==> config.mk <==
export PLATFORM = sky130hd
export DESIGN_NAME = heartbeat_membership_table_flat
export DESIGN_NICKNAME = d
export VERILOG_FILES = /design/src/hdl/hmt_pkg.sv /design/src/hdl/hmt_in_if.sv /design/src/hdl/hmt_out_if.sv /design/src/hdl/hmt_ram.sv /design/src/hdl/hmt_outq.sv /design/src/hdl/hmt_ctrl.sv /design/src/hdl/heartbeat_membership_table.sv /design/src/flat_wrapper.sv
export SDC_FILE = /design/constraint.sdc
export NUM_CORES = 2
export LEC_CHECK = 0
export ABC_CLOCK_PERIOD_IN_PS = 19690
export BUFFER_PORTS_ARGS = -buffer_cell sky130_fd_sc_hd__buf_2
export CORE_MARGIN = 2
export CORE_UTILIZATION = 30
export DETAILED_ROUTE_END_ITERATION = 10
export SLEW_MARGIN = 25
export SYNTH_ARGS = -nofsm -noshare
export SYNTH_HDL_FRONTEND = slang
export SYNTH_SLANG_ARGS = --single-unit
export TNS_END_PERCENT = 50
==> constraint.sdc <==
create_clock -name clk_i -period 19.69 [get_ports clk_i]
set_input_delay 1.969 -clock clk_i [delete_from_list [all_inputs] [get_ports clk_i]]
set_output_delay 1.969 -clock clk_i [all_outputs]
set_load 0.03 [all_outputs]
==> src/hdl/hmt_pkg.sv <==
// ============================================================================
// hmt_pkg
// Shared types and constants of the heartbeat membership table.
// ============================================================================
package hmt_pkg;

  localparam int unsigned MaxMembersDef = 32;
  localparam int unsigned IdW           = 32;
  localparam int unsigned PortW         = 16;
  localparam int unsigned HbW           = 32;
  localparam int unsigned TimeW         = 32;
  localparam int unsigned PeriodW       = 8;
  localparam int unsigned TimeoutW      = 16;
  localparam int unsigned CfgIdxW       = 8;
  localparam int unsigned CfgDataW      = 32;

  typedef enum logic [1:0] {
    CMD_JOIN_REQ = 2'd0,
    CMD_JOIN_REP = 2'd1,
    CMD_GOSSIP   = 2'd2,
    CMD_TICK     = 2'd3
  } cmd_e;

  typedef enum logic [1:0] {
    KIND_ADDED   = 2'd0,
    KIND_REMOVED = 2'd1,
    KIND_JOINREP = 2'd2,
    KIND_PING    = 2'd3
  } kind_e;

  typedef enum logic [CfgIdxW-1:0] {
    CFG_SELF_ID   = 8'd0,
    CFG_SELF_PORT = 8'd1,
    CFG_PERIOD    = 8'd2,
    CFG_TIMEOUT   = 8'd3
  } cfg_idx_e;

  typedef struct packed {
    logic [IdW-1:0]   id;
    logic [PortW-1:0] port;
    logic [HbW-1:0]   hb;
    logic [TimeW-1:0] tstamp;
  } member_t;

  localparam int unsigned MemberW = $bits(member_t);

  typedef struct packed {
    logic [IdW-1:0]      self_id;
    logic [PortW-1:0]    self_port;
    logic [PeriodW-1:0]  period;
    logic [TimeoutW-1:0] timeout;
    logic                self_wr;
  } cfg_t;

  typedef struct packed {
    logic             valid;
    kind_e            kind;
    logic [IdW-1:0]   id;
    logic [PortW-1:0] port;
    logic             flush;
  } emit_t;

  typedef struct packed {
    logic push_ok;
    logic flush_ok;
    logic pend_valid;
  } oq_stat_t;

endpackage

==> src/hdl/hmt_in_if.sv <==
// ============================================================================
// hmt_in_if
// Input channel of the membership table: one command item per transfer.
// ============================================================================
interface hmt_in_if;
  logic        valid;
  logic        ready;
  logic [1:0]  cmd;
  logic [31:0] peer_id;
  logic [15:0] peer_port;
  logic [31:0] entry_heartbeat;
  logic [31:0] entry_time;
  logic [31:0] sender_id;
  logic [15:0] sender_port;
  logic [31:0] now;

  modport source (
    output valid, cmd, peer_id, peer_port, entry_heartbeat, entry_time,
           sender_id, sender_port, now,
    input  ready
  );
  modport sink (
    input  valid, cmd, peer_id, peer_port, entry_heartbeat, entry_time,
           sender_id, sender_port, now,
    output ready
  );
endinterface

==> src/hdl/hmt_out_if.sv <==
// ============================================================================
// hmt_out_if
// Result channel of the membership table: one event per transfer.
// ============================================================================
interface hmt_out_if;
  logic        valid;
  logic        ready;
  logic [1:0]  kind;
  logic [31:0] dest_id;
  logic [15:0] dest_port;
  logic        last;

  modport source (output valid, kind, dest_id, dest_port, last, input ready);
  modport sink (input valid, kind, dest_id, dest_port, last, output ready);
endinterface

==> src/hdl/hmt_ram.sv <==
// ============================================================================
// hmt_ram
// Generic single-write, single-read synchronous RAM with registered read.
// ============================================================================
module hmt_ram #(
  parameter int unsigned Width = 8,
  parameter int unsigned Depth = 32
) (
  input  logic                     clk_i,
  input  logic                     we_i,
  input  logic [$clog2(Depth)-1:0] waddr_i,
  input  logic [Width-1:0]         wdata_i,
  input  logic [$clog2(Depth)-1:0] raddr_i,
  output logic [Width-1:0]         rdata_o
);
  logic [Width-1:0] mem_q [Depth];
  logic [Width-1:0] rdata_q;

  always_ff @(posedge clk_i) begin
    if (we_i) begin
      mem_q[waddr_i] <= wdata_i;
    end
    rdata_q <= mem_q[raddr_i];
  end

  assign rdata_o = rdata_q;
endmodule

==> src/hdl/hmt_outq.sv <==
// ============================================================================
// hmt_outq
// Result stage: holds the newest event back until the next one or the end of
// the item is known, so that the final event of an item carries last.
// ============================================================================
module hmt_outq (
  input  logic             clk_i,
  input  logic             rst_ni,
  input  hmt_pkg::emit_t   emit_i,
  output hmt_pkg::oq_stat_t stat_o,
  hmt_out_if.source        out_o
);
  import hmt_pkg::*;

  logic             pend_q;
  kind_e            pend_kind_q;
  logic [IdW-1:0]   pend_id_q;
  logic [PortW-1:0] pend_port_q;
  logic             ov_q;
  kind_e            o_kind_q;
  logic [IdW-1:0]   o_id_q;
  logic [PortW-1:0] o_port_q;
  logic             o_last_q;
  logic             out_free;

  assign out_free        = !ov_q || out_o.ready;
  assign stat_o.push_ok  = !pend_q || out_free;
  assign stat_o.flush_ok = !pend_q || out_free;
  assign stat_o.pend_valid = pend_q;

  always_ff @(posedge clk_i or negedge rst_ni) begin
    if (!rst_ni) begin
      pend_q <= 1'b0;
      ov_q   <= 1'b0;
    end else begin
      if (ov_q && out_o.ready) begin
        ov_q <= 1'b0;
      end
      if (emit_i.valid && stat_o.push_ok) begin
        if (pend_q) begin
          ov_q <= 1'b1;
        end
        pend_q <= 1'b1;
      end else if (emit_i.flush && pend_q && out_free) begin
        ov_q   <= 1'b1;
        pend_q <= 1'b0;
      end
    end
  end

  always_ff @(posedge clk_i) begin
    if (emit_i.valid && stat_o.push_ok) begin
      if (pend_q) begin
        o_kind_q <= pend_kind_q;
        o_id_q   <= pend_id_q;
        o_port_q <= pend_port_q;
        o_last_q <= 1'b0;
      end
      pend_kind_q <= emit_i.kind;
      pend_id_q   <= emit_i.id;
      pend_port_q <= emit_i.port;
    end else if (emit_i.flush && pend_q && out_free) begin
      o_kind_q <= pend_kind_q;
      o_id_q   <= pend_id_q;
      o_port_q <= pend_port_q;
      o_last_q <= 1'b1;
    end
  end

  assign out_o.valid     = ov_q;
  assign out_o.kind      = o_kind_q;
  assign out_o.dest_id   = o_id_q;
  assign out_o.dest_port = o_port_q;
  assign out_o.last      = o_last_q;
endmodule

==> src/hdl/hmt_ctrl.sv <==
// ============================================================================
// hmt_ctrl
// Sequencer of the membership table: walks the slots one at a time, reading,
// updating and writing back the member memory, and issues result events.
// ============================================================================
module hmt_ctrl #(
  parameter int unsigned MaxMembers = hmt_pkg::MaxMembersDef
) (
  input  logic                        clk_i,
  input  logic                        rst_ni,
  input  hmt_pkg::cfg_t               cfg_i,
  hmt_in_if.sink                      in_i,
  output hmt_pkg::emit_t              emit_o,
  input  hmt_pkg::oq_stat_t           oq_i,
  output logic                        ram_we_o,
  output logic [$clog2(MaxMembers)-1:0] ram_addr_o,
  output hmt_pkg::member_t            ram_wdata_o,
  input  hmt_pkg::member_t            ram_rdata_i
);
  import hmt_pkg::*;

  localparam int unsigned SlotW = $clog2(MaxMembers);

  typedef enum logic [7:0] {
    S_IDLE  = 8'b00000001,
    S_DISP  = 8'b00000010,
    S_FREE  = 8'b00000100,
    S_ADD   = 8'b00001000,
    S_REPLY = 8'b00010000,
    S_RD    = 8'b00100000,
    S_CHK   = 8'b01000000,
    S_DONE  = 8'b10000000
  } state_e;

  state_e              state_q, state_d;
  cmd_e                cmd_q, cmd_d;
  logic [IdW-1:0]      pid_q, pid_d, sid_q, sid_d;
  logic [PortW-1:0]    pport_q, pport_d, sport_q, sport_d;
  logic [HbW-1:0]      ehb_q, ehb_d;
  logic [TimeW-1:0]    etime_q, etime_d, now_q, now_d;
  logic [SlotW-1:0]    slot_q, slot_d;
  logic                rem_q, rem_d;
  logic [MaxMembers-1:0] valid_q, valid_d;
  logic [HbW-1:0]      hb0_q, hb0_d;
  logic [TimeW-1:0]    t0_q, t0_d;
  logic [PeriodW-1:0]  cnt_q, cnt_d;
  logic                in_group_q, in_group_d;

  logic                last_slot, adv, join_fin;
  logic                self_peer, sender_peer, rd_match, stale;
  logic [TimeW-1:0]    age;
  logic [HbW+TimeW-1:0] upd0, updr;

  function automatic logic [HbW+TimeW-1:0] upd(input logic [HbW-1:0] cur_hb,
                                               input logic [TimeW-1:0] cur_t,
                                               input logic sender,
                                               input logic [HbW-1:0] ehb,
                                               input logic [TimeW-1:0] etime,
                                               input logic [TimeW-1:0] now);
    logic [HbW-1:0]   b_hb;
    logic [TimeW-1:0] b_t;
    b_hb = sender ? ehb : cur_hb;
    b_t  = sender ? etime : cur_t;
    if (ehb > b_hb) begin
      b_hb = ehb;
      b_t  = now;
    end
    return {b_hb, b_t};
  endfunction

  assign last_slot   = slot_q == SlotW'(MaxMembers - 1);
  assign self_peer   = pid_q == cfg_i.self_id && pport_q == cfg_i.self_port;
  assign sender_peer = sid_q == pid_q && sport_q == pport_q;
  assign rd_match    = ram_rdata_i.id == pid_q && ram_rdata_i.port == pport_q;
  assign age         = now_q - ram_rdata_i.tstamp;
  assign stale       = !age[TimeW-1] && age > TimeW'(cfg_i.timeout);
  assign upd0        = upd(hb0_q, t0_q, sender_peer, ehb_q, etime_q, now_q);
  assign updr        = upd(ram_rdata_i.hb, ram_rdata_i.tstamp, sender_peer, ehb_q,
                           etime_q, now_q);

  assign in_i.ready  = state_q == S_IDLE;
  assign ram_addr_o  = slot_q;

  always_comb begin
    state_d    = state_q;
    cmd_d      = cmd_q;
    pid_d      = pid_q;
    pport_d    = pport_q;
    ehb_d      = ehb_q;
    etime_d    = etime_q;
    sid_d      = sid_q;
    sport_d    = sport_q;
    now_d      = now_q;
    slot_d     = slot_q;
    rem_d      = rem_q;
    valid_d    = valid_q;
    hb0_d      = hb0_q;
    t0_d       = t0_q;
    cnt_d      = cnt_q;
    in_group_d = in_group_q;
    adv        = 1'b0;
    join_fin   = 1'b0;
    emit_o     = '0;
    emit_o.id   = pid_q;
    emit_o.port = pport_q;
    ram_we_o   = 1'b0;
    ram_wdata_o = '{id: pid_q, port: pport_q, hb: ehb_q, tstamp: now_q};

    if (cfg_i.self_wr) begin
      in_group_d = cfg_i.self_id == IdW'(1) && cfg_i.self_port == '0;
    end

    case (state_q)
      S_IDLE: begin
        if (in_i.valid) begin
          cmd_d   = cmd_e'(in_i.cmd);
          pid_d   = in_i.peer_id;
          pport_d = in_i.peer_port;
          ehb_d   = in_i.entry_heartbeat;
          etime_d = in_i.entry_time;
          sid_d   = in_i.sender_id;
          sport_d = in_i.sender_port;
          now_d   = in_i.now;
          state_d = S_DISP;
        end
      end
      S_DISP: begin
        slot_d = SlotW'(1);
        case (cmd_q)
          CMD_JOIN_REQ, CMD_JOIN_REP: begin
            if (self_peer) begin
              join_fin = 1'b1;
            end else begin
              state_d = S_FREE;
            end
          end
          CMD_GOSSIP: begin
            if (self_peer) begin
              hb0_d   = upd0[HbW+TimeW-1:TimeW];
              t0_d    = upd0[TimeW-1:0];
              state_d = S_DONE;
            end else begin
              state_d = S_RD;
            end
          end
          default: begin
            if (!in_group_q) begin
              state_d = S_DONE;
            end else begin
              if (cnt_q == '0) begin
                hb0_d = hb0_q + HbW'(1);
                t0_d  = now_q;
                cnt_d = cfg_i.period;
                rem_d = 1'b0;
              end else begin
                cnt_d = cnt_q - PeriodW'(1);
                rem_d = 1'b1;
              end
              state_d = S_RD;
            end
          end
        endcase
      end
      S_FREE: begin
        if (!valid_q[slot_q]) begin
          state_d = S_ADD;
        end else if (last_slot) begin
          join_fin = 1'b1;
        end else begin
          slot_d = slot_q + SlotW'(1);
        end
      end
      S_ADD: begin
        emit_o.valid = 1'b1;
        emit_o.kind  = KIND_ADDED;
        if (oq_i.push_ok) begin
          ram_we_o        = 1'b1;
          valid_d[slot_q] = 1'b1;
          join_fin        = 1'b1;
        end
      end
      S_REPLY: begin
        emit_o.valid = 1'b1;
        emit_o.kind  = KIND_JOINREP;
        if (oq_i.push_ok) begin
          state_d = S_DONE;
        end
      end
      S_RD: begin
        if (valid_q[slot_q]) begin
          state_d = S_CHK;
        end else begin
          adv = 1'b1;
        end
      end
      S_CHK: begin
        emit_o.id   = ram_rdata_i.id;
        emit_o.port = ram_rdata_i.port;
        if (cmd_q == CMD_GOSSIP) begin
          if (rd_match) begin
            ram_we_o    = 1'b1;
            ram_wdata_o = '{id: ram_rdata_i.id, port: ram_rdata_i.port,
                            hb: updr[HbW+TimeW-1:TimeW], tstamp: updr[TimeW-1:0]};
            state_d     = S_DONE;
          end else begin
            adv = 1'b1;
          end
        end else if (!rem_q) begin
          emit_o.valid = 1'b1;
          emit_o.kind  = KIND_PING;
          adv          = oq_i.push_ok;
        end else if (stale) begin
          emit_o.valid = 1'b1;
          emit_o.kind  = KIND_REMOVED;
          if (oq_i.push_ok) begin
            valid_d[slot_q] = 1'b0;
            adv             = 1'b1;
          end
        end else begin
          adv = 1'b1;
        end
      end
      S_DONE: begin
        emit_o.flush = 1'b1;
        if (oq_i.flush_ok) begin
          state_d = S_IDLE;
        end
      end
      default: begin
        state_d = S_IDLE;
      end
    endcase

    if (join_fin) begin
      if (cmd_q == CMD_JOIN_REQ) begin
        state_d = S_REPLY;
      end else begin
        if (cmd_q == CMD_JOIN_REP) begin
          in_group_d = 1'b1;
        end
        state_d = S_DONE;
      end
    end

    if (adv) begin
      if (!last_slot) begin
        slot_d  = slot_q + SlotW'(1);
        state_d = S_RD;
      end else if (cmd_q == CMD_GOSSIP) begin
        slot_d  = SlotW'(1);
        state_d = S_FREE;
      end else if (!rem_q) begin
        rem_d   = 1'b1;
        slot_d  = SlotW'(1);
        state_d = S_RD;
      end else begin
        state_d = S_DONE;
      end
    end
  end

  always_ff @(posedge clk_i or negedge rst_ni) begin
    if (!rst_ni) begin
      state_q    <= S_IDLE;
      valid_q    <= '0;
      hb0_q      <= '0;
      t0_q       <= '0;
      cnt_q      <= PeriodW'(2);
      in_group_q <= 1'b1;
      slot_q     <= '0;
      rem_q      <= 1'b0;
    end else begin
      state_q    <= state_d;
      valid_q    <= valid_d;
      hb0_q      <= hb0_d;
      t0_q       <= t0_d;
      cnt_q      <= cnt_d;
      in_group_q <= in_group_d;
      slot_q     <= slot_d;
      rem_q      <= rem_d;
    end
  end

  always_ff @(posedge clk_i) begin
    cmd_q   <= cmd_d;
    pid_q   <= pid_d;
    pport_q <= pport_d;
    ehb_q   <= ehb_d;
    etime_q <= etime_d;
    sid_q   <= sid_d;
    sport_q <= sport_d;
    now_q   <= now_d;
  end
endmodule

==> src/hdl/heartbeat_membership_table.sv <==
// ============================================================================
// heartbeat_membership_table
// Gossip membership table with heartbeat-based failure detection.
// One item is in work at a time. A gossip entry scans slots 1 and up with one
// memory read and one check per valid slot, and an unknown entry adds a
// free-slot search. While in the group, a tick scans twice when it sends pings
// and once otherwise. A result is held until the next one or the end of its
// item is known and then leaves from an output register. Ready returns after
// the end. Reset empties the table and restores the register defaults.
// ============================================================================
module heartbeat_membership_table #(
  parameter int unsigned MaxMembers = hmt_pkg::MaxMembersDef
) (
  input  logic                            clk_i,
  input  logic                            rst_ni,
  input  logic                            cfg_we_i,
  input  logic [hmt_pkg::CfgIdxW-1:0]     cfg_idx_i,
  input  logic [hmt_pkg::CfgDataW-1:0]    cfg_wdata_i,
  hmt_in_if.sink                          in_i,
  hmt_out_if.source                       out_o
);
  import hmt_pkg::*;

  cfg_t               cfg_q;
  emit_t              emit;
  oq_stat_t           oq_stat;
  logic               ram_we;
  logic [$clog2(MaxMembers)-1:0] ram_addr;
  member_t            ram_wdata, ram_rdata;

  always_ff @(posedge clk_i or negedge rst_ni) begin
    if (!rst_ni) begin
      cfg_q <= '{self_id: IdW'(1), self_port: '0, period: PeriodW'(2),
                 timeout: TimeoutW'(20), self_wr: 1'b0};
    end else begin
      cfg_q.self_wr <= 1'b0;
      if (cfg_we_i) begin
        case (cfg_idx_i)
          CFG_SELF_ID: begin
            cfg_q.self_id <= cfg_wdata_i[IdW-1:0];
            cfg_q.self_wr <= 1'b1;
          end
          CFG_SELF_PORT: begin
            cfg_q.self_port <= cfg_wdata_i[PortW-1:0];
            cfg_q.self_wr   <= 1'b1;
          end
          CFG_PERIOD: begin
            cfg_q.period <= cfg_wdata_i[PeriodW-1:0];
          end
          CFG_TIMEOUT: begin
            cfg_q.timeout <= cfg_wdata_i[TimeoutW-1:0];
          end
          default: begin
          end
        endcase
      end
    end
  end

  hmt_ctrl #(.MaxMembers(MaxMembers)) u_ctrl (
    .clk_i       (clk_i),
    .rst_ni      (rst_ni),
    .cfg_i       (cfg_q),
    .in_i        (in_i),
    .emit_o      (emit),
    .oq_i        (oq_stat),
    .ram_we_o    (ram_we),
    .ram_addr_o  (ram_addr),
    .ram_wdata_o (ram_wdata),
    .ram_rdata_i (ram_rdata)
  );

  hmt_ram #(.Width(MemberW), .Depth(MaxMembers)) u_ram (
    .clk_i   (clk_i),
    .we_i    (ram_we),
    .waddr_i (ram_addr),
    .wdata_i (ram_wdata),
    .raddr_i (ram_addr),
    .rdata_o (ram_rdata)
  );

  hmt_outq u_outq (
    .clk_i  (clk_i),
    .rst_ni (rst_ni),
    .emit_i (emit),
    .stat_o (oq_stat),
    .out_o  (out_o)
  );

  a_ready_no_pend: assert property (@(posedge clk_i) disable iff (!rst_ni)
    in_i.ready |-> !oq_stat.pend_valid)
    else $error("input ready while an event is still held back");

  a_one_item: assert property (@(posedge clk_i) disable iff (!rst_ni)
    in_i.valid && in_i.ready |=> !in_i.ready)
    else $error("second item taken while one is in work");

  a_emit_not_flush: assert property (@(posedge clk_i) disable iff (!rst_ni)
    !(emit.valid && emit.flush))
    else $error("event issued together with end of item");
endmodule
==> src/flat_wrapper.sv <==
// flat-port wrapper written by rule: the top's interface ports become plain ports
module heartbeat_membership_table_flat import hmt_pkg::*;
#(
  parameter int unsigned MaxMembers = hmt_pkg::MaxMembersDef
)
  (clk_i, rst_ni, cfg_we_i, cfg_idx_i, cfg_wdata_i, in_i_valid, in_i_cmd, in_i_peer_id, in_i_peer_port, in_i_entry_heartbeat, in_i_entry_time, in_i_sender_id, in_i_sender_port, in_i_now, in_i_ready, out_o_valid, out_o_kind, out_o_dest_id, out_o_dest_port, out_o_last, out_o_ready);
  hmt_in_if in_i_i ();
  hmt_out_if out_o_i ();
  input  logic clk_i;
  input  logic rst_ni;
  input  logic cfg_we_i;
  input  logic [hmt_pkg::CfgIdxW-1:0] cfg_idx_i;
  input  logic [hmt_pkg::CfgDataW-1:0] cfg_wdata_i;
  input wire logic [$bits(in_i_i.valid)-1:0] in_i_valid;
  input wire logic [$bits(in_i_i.cmd)-1:0] in_i_cmd;
  input wire logic [$bits(in_i_i.peer_id)-1:0] in_i_peer_id;
  input wire logic [$bits(in_i_i.peer_port)-1:0] in_i_peer_port;
  input wire logic [$bits(in_i_i.entry_heartbeat)-1:0] in_i_entry_heartbeat;
  input wire logic [$bits(in_i_i.entry_time)-1:0] in_i_entry_time;
  input wire logic [$bits(in_i_i.sender_id)-1:0] in_i_sender_id;
  input wire logic [$bits(in_i_i.sender_port)-1:0] in_i_sender_port;
  input wire logic [$bits(in_i_i.now)-1:0] in_i_now;
  output wire logic [$bits(in_i_i.ready)-1:0] in_i_ready;
  output wire logic [$bits(out_o_i.valid)-1:0] out_o_valid;
  output wire logic [$bits(out_o_i.kind)-1:0] out_o_kind;
  output wire logic [$bits(out_o_i.dest_id)-1:0] out_o_dest_id;
  output wire logic [$bits(out_o_i.dest_port)-1:0] out_o_dest_port;
  output wire logic [$bits(out_o_i.last)-1:0] out_o_last;
  input wire logic [$bits(out_o_i.ready)-1:0] out_o_ready;
  assign in_i_i.valid = in_i_valid;
  assign in_i_i.cmd = in_i_cmd;
  assign in_i_i.peer_id = in_i_peer_id;
  assign in_i_i.peer_port = in_i_peer_port;
  assign in_i_i.entry_heartbeat = in_i_entry_heartbeat;
  assign in_i_i.entry_time = in_i_entry_time;
  assign in_i_i.sender_id = in_i_sender_id;
  assign in_i_i.sender_port = in_i_sender_port;
  assign in_i_i.now = in_i_now;
  assign in_i_ready = in_i_i.ready;
  assign out_o_valid = out_o_i.valid;
  assign out_o_kind = out_o_i.kind;
  assign out_o_dest_id = out_o_i.dest_id;
  assign out_o_dest_port = out_o_i.dest_port;
  assign out_o_last = out_o_i.last;
  assign out_o_i.ready = out_o_ready;
  heartbeat_membership_table #(.MaxMembers(MaxMembers)) u_core (.clk_i(clk_i), .rst_ni(rst_ni), .cfg_we_i(cfg_we_i), .cfg_idx_i(cfg_idx_i), .cfg_wdata_i(cfg_wdata_i), .in_i(in_i_i), .out_o(out_o_i));
endmodule
==> qor.csv <==
metric;value;unit
main_combinational_cell_family_by_area_after_synthesis;multiplexers;
yosys-mux-area-fraction;14.36;%
die_h;729.1;um
start_util;30.09;%
num_vias;82471;
portBuffers;291;
max-vdd-ir-drop;0.09531;mV
async_reset_ff_share;3.155;%
ys_seq_elements;4121;
finalWeightedCongestion;0.8680;
cts.root.buffer_cell;sky130_fd_sc_hd__clkbuf_16;
setup_ws;10.74;ns
crit_path_max_fanout;39;
drc_errors;0;
wirelength;477900;um
achievable-frequency;111.7;MHz
setup_violations;0;
finClkSkew;0.1127;ns
number_of_distinct_library_cell_variants_in_the_gate_level_netlist_after_synthesis;83;
fp.dieArea;531600;sq um
cts_repair_resize_count;0;
worstSkewPairLatency;1.02;ns
synthesis.area_per_instance;21.28;sq um
synth.area.top_cells;sky130_fd_sc_hd__edfxtp_1 74%, sky130_fd_sc_hd__mux4_2 13%, sky130_fd_sc_hd__a22oi_1 2.2%;
top_count_cell_post_synth;sky130_fd_sc_hd__edfxtp_1;
final_min_period_over_clock_period;45.46;%
drv_slew;0;
cts_made_buffers;406;
area_delta_synth_final;15.98;%
placeableCoreArea;524200;sq um
tritoncts_num_sinks;4121;
grt_pass1_vias;81096;
first_iter_violations;11901;
synthTopCellsByCount;3879 x sky130_fd_sc_hd__edfxtp_1, 904 x sky130_fd_sc_hd__mux4_2, 453 x sky130_fd_sc_hd__a22oi_1, 286 x sky130_fd_sc_hd__clkbuf_1, 244 x sky130_fd_sc_hd__nand2_1;
detail_route.first_pass.iterations;6;
post_synthesis_net_count;7740;
yosys_warnings;0;
synth-compound-area-share;3.180;%
grt_max_degree;87;
worst_hold_path_type;reg2reg;
finalHoldViolations;0;
max-slew-margin-rel;22.75;%
hpwl;250100;um
least_margin_pin_slew;1.159;ns
grt_setup_unrepaired;false;
finalSetupTns;0;ns
setup_bufs_post_cts;0;
global_route_wire_length_before_repair;653900;um
detail_route.wl_per_cell;31.32;um
maxCapViolations;0;
total_global_routing_track_utilization;17.36;%
cts.reportedPaths.clkPinSlew;0.06;ns
timing_worst_setup_path_type;reg2reg;
design.portCount;292;
route.detailed.vias_per_inst;5.404;
cell_count_after_synthesis;7413;
post_synth_fa_ha_maj_area_fraction;0.7028;%
synth-simple-area-share;2.231;%
worstPathArrival;9.56;ns
tritoncts;done;
cts-root-to-sink-buffers;4;
finalCriticalPeriod;8.952;ns
outcome;complete, no violations;
synthXorXnorAreaFrac;0.9384;%
cts_max_level;5;
globalRoute.totalOverflow;0;
final_layout_size_suffix_gt1_share;27.19;%
endpoint_kind;flop;
synthesis.area;157700;sq um
floorplan.die.width;729.1;um
cts-hold-fix-buffers;0;
synth_enable_flop_cells;3879;
synth_top_area_share;73.84;%
fin_worst_hold_slack;0.3359;ns
synth.yosys.seq_area_share;77.33;%
antenna_found_initial;56;
critPathRequiredTime;20.29;ns
place_ws;10.55;ns
postRouteAntennaNets;0;
nNetsFinal;8248;
synthFlopType;sky130_fd_sc_hd__edfxtp_1;
critical_path.startpoint_type;flop;
power_density;128.1;nW/um^2
placementRows;266;
leakage;0.05780;uW
yosysTopAreaCell;sky130_fd_sc_hd__edfxtp_1;
metrics by stage:
step / power [uW] / area (sq um) / utilization (%) / instances
after CTS: 23490 / 182600 / 34.83 / 15219
after global placement: 15520 / 168600 / 32.16 / 14459
final: 23440 / 183000 / 34.90 / 15261
after floorplan: 13630 / 157700 / - / 7413
after global routing: 24220 / 182900 / 34.89 / 15234
after detailed placement: 15650 / 169000 / 32.24 / 14467
cell families after synthesis:
| kind of cell | count (synthesis) |
|---|---|
| compound gates | 697 |
| xor+xnor | 169 |
| fa+ha+maj | 88 |
| buf+inv | 518 |
| flops | 4121 |
| mux | 1115 |
| simple gates | 705 |
worst max-delay path, cell delays in order, from the launching register on:
cell and delay (ns):
sky130_fd_sc_hd__edfxtp_1 0.37, sky130_fd_sc_hd__buf_4 0.26, sky130_fd_sc_hd__xor2_1 0.20, sky130_fd_sc_hd__nor4_1 0.60, sky130_fd_sc_hd__nand4_1 0.21, sky130_fd_sc_hd__nor3_2 0.84
sky130_fd_sc_hd__buf_4 0.66, sky130_fd_sc_hd__buf_4 0.59, sky130_fd_sc_hd__mux2i_1 0.40, sky130_fd_sc_hd__ha_1 0.32, sky130_fd_sc_hd__o21a_1 0.12, sky130_fd_sc_hd__o21a_1 0.16
sky130_fd_sc_hd__o21a_1 0.17, sky130_fd_sc_hd__o21a_1 0.19, sky130_fd_sc_hd__o21a_1 0.17, sky130_fd_sc_hd__o21a_1 0.19, sky130_fd_sc_hd__o21ai_0 0.18, sky130_fd_sc_hd__nand4_1 0.16
sky130_fd_sc_hd__a21oi_4 0.33, sky130_fd_sc_hd__buf_6 0.77, sky130_fd_sc_hd__buf_4 0.69, sky130_fd_sc_hd__mux2i_4 0.85
flip-flops by register name, summed over array words and instances (netlist names), 5 cells and up, named ones only:
name / cells
u_core.u_ram.mem_q: 3584
u_core.u_ctrl.pport_q: 16
u_core.u_ctrl.ram_addr_o: 5
u_core.u_ctrl.sid_q: 32
u_core.u_ctrl.etime_q: 32
u_core.u_ctrl.now_q: 32
u_core.u_ctrl.cnt_q: 8
u_core.u_outq.pend_id_q: 32
u_core.u_ctrl.sport_q: 16
u_core.u_outq.out_o.dest_id: 32
u_core.u_outq.out_o.dest_port: 16
u_core.u_ctrl.ehb_q: 32
u_core.u_ctrl.pid_q: 32
u_core.u_ctrl.state_q: 8
u_core.u_outq.pend_port_q: 16
u_core.cfg_q: 73
u_core.u_ram.rdata_o: 112
path summary, 6_finish.rpt:
kind                                               endpoint                         start  cells after the start  slack, ns
max                               u_core.u_ram.mem_q[12][0]        u_core.u_ctrl.pid_q[4]                     21      10.74
min                        u_core.u_outq.out_o.dest_port[2]  u_core.u_outq.pend_port_q[2]                      0       0.34
max reg2reg                       u_core.u_ram.mem_q[12][0]        u_core.u_ctrl.pid_q[4]                     21      10.74
min reg2reg                u_core.u_outq.out_o.dest_port[2]  u_core.u_outq.pend_port_q[2]                      0       0.34
max in group asynchronous       u_core.u_ctrl.ram_addr_o[1]                        rst_ni                      2      17.58
min in group asynchronous              u_core.u_outq.pend_q                        rst_ni                      1       0.92
where the power goes:
group | internal, uW | total, uW | switching [uW]
clock | 4550 | 7910 | 3360
sequential | 10500 | 10700 | 276
combinational | 1870 | 4800 | 2920
layer usage:
layer  routed length, um  up-vias  part of all wire, %  GRT usage, %
met1              189500    44553                   40         23.96
met2              226200     5019                   47         28.05
met5                 205        -                0.043             0
met3               47300      803                  9.9         3.232
met4               14780       32                  3.1         5.002
li1                    -    32064                    -             -
cell usage in the layout (no fill, tap or decap), drive strengths merged, types with 116 or more instances in the layout:
cell	n
inv	116
buf	517
a22oi	453
nand2	245
mux2	139
clkbuf	529
nand4	155
edfxtp	3879
dfrtp	123
mux4	904
clkinv	146
final cells by class:
cell class | count | area (sq um)
multi-input cells | 2774 | 34470
clock buffers | 529 | 11000
clock inverters | 223 | 2594
repair buffers | 517 | 3734
well taps | 6968 | 8718
flip-flops and latches | 4121 | 122000
diodes | 28 | 70.07
fillers | 48050 | 341200
inverters | 101 | 379.1
No activity file was read; power rests on OpenSTA's default activity.
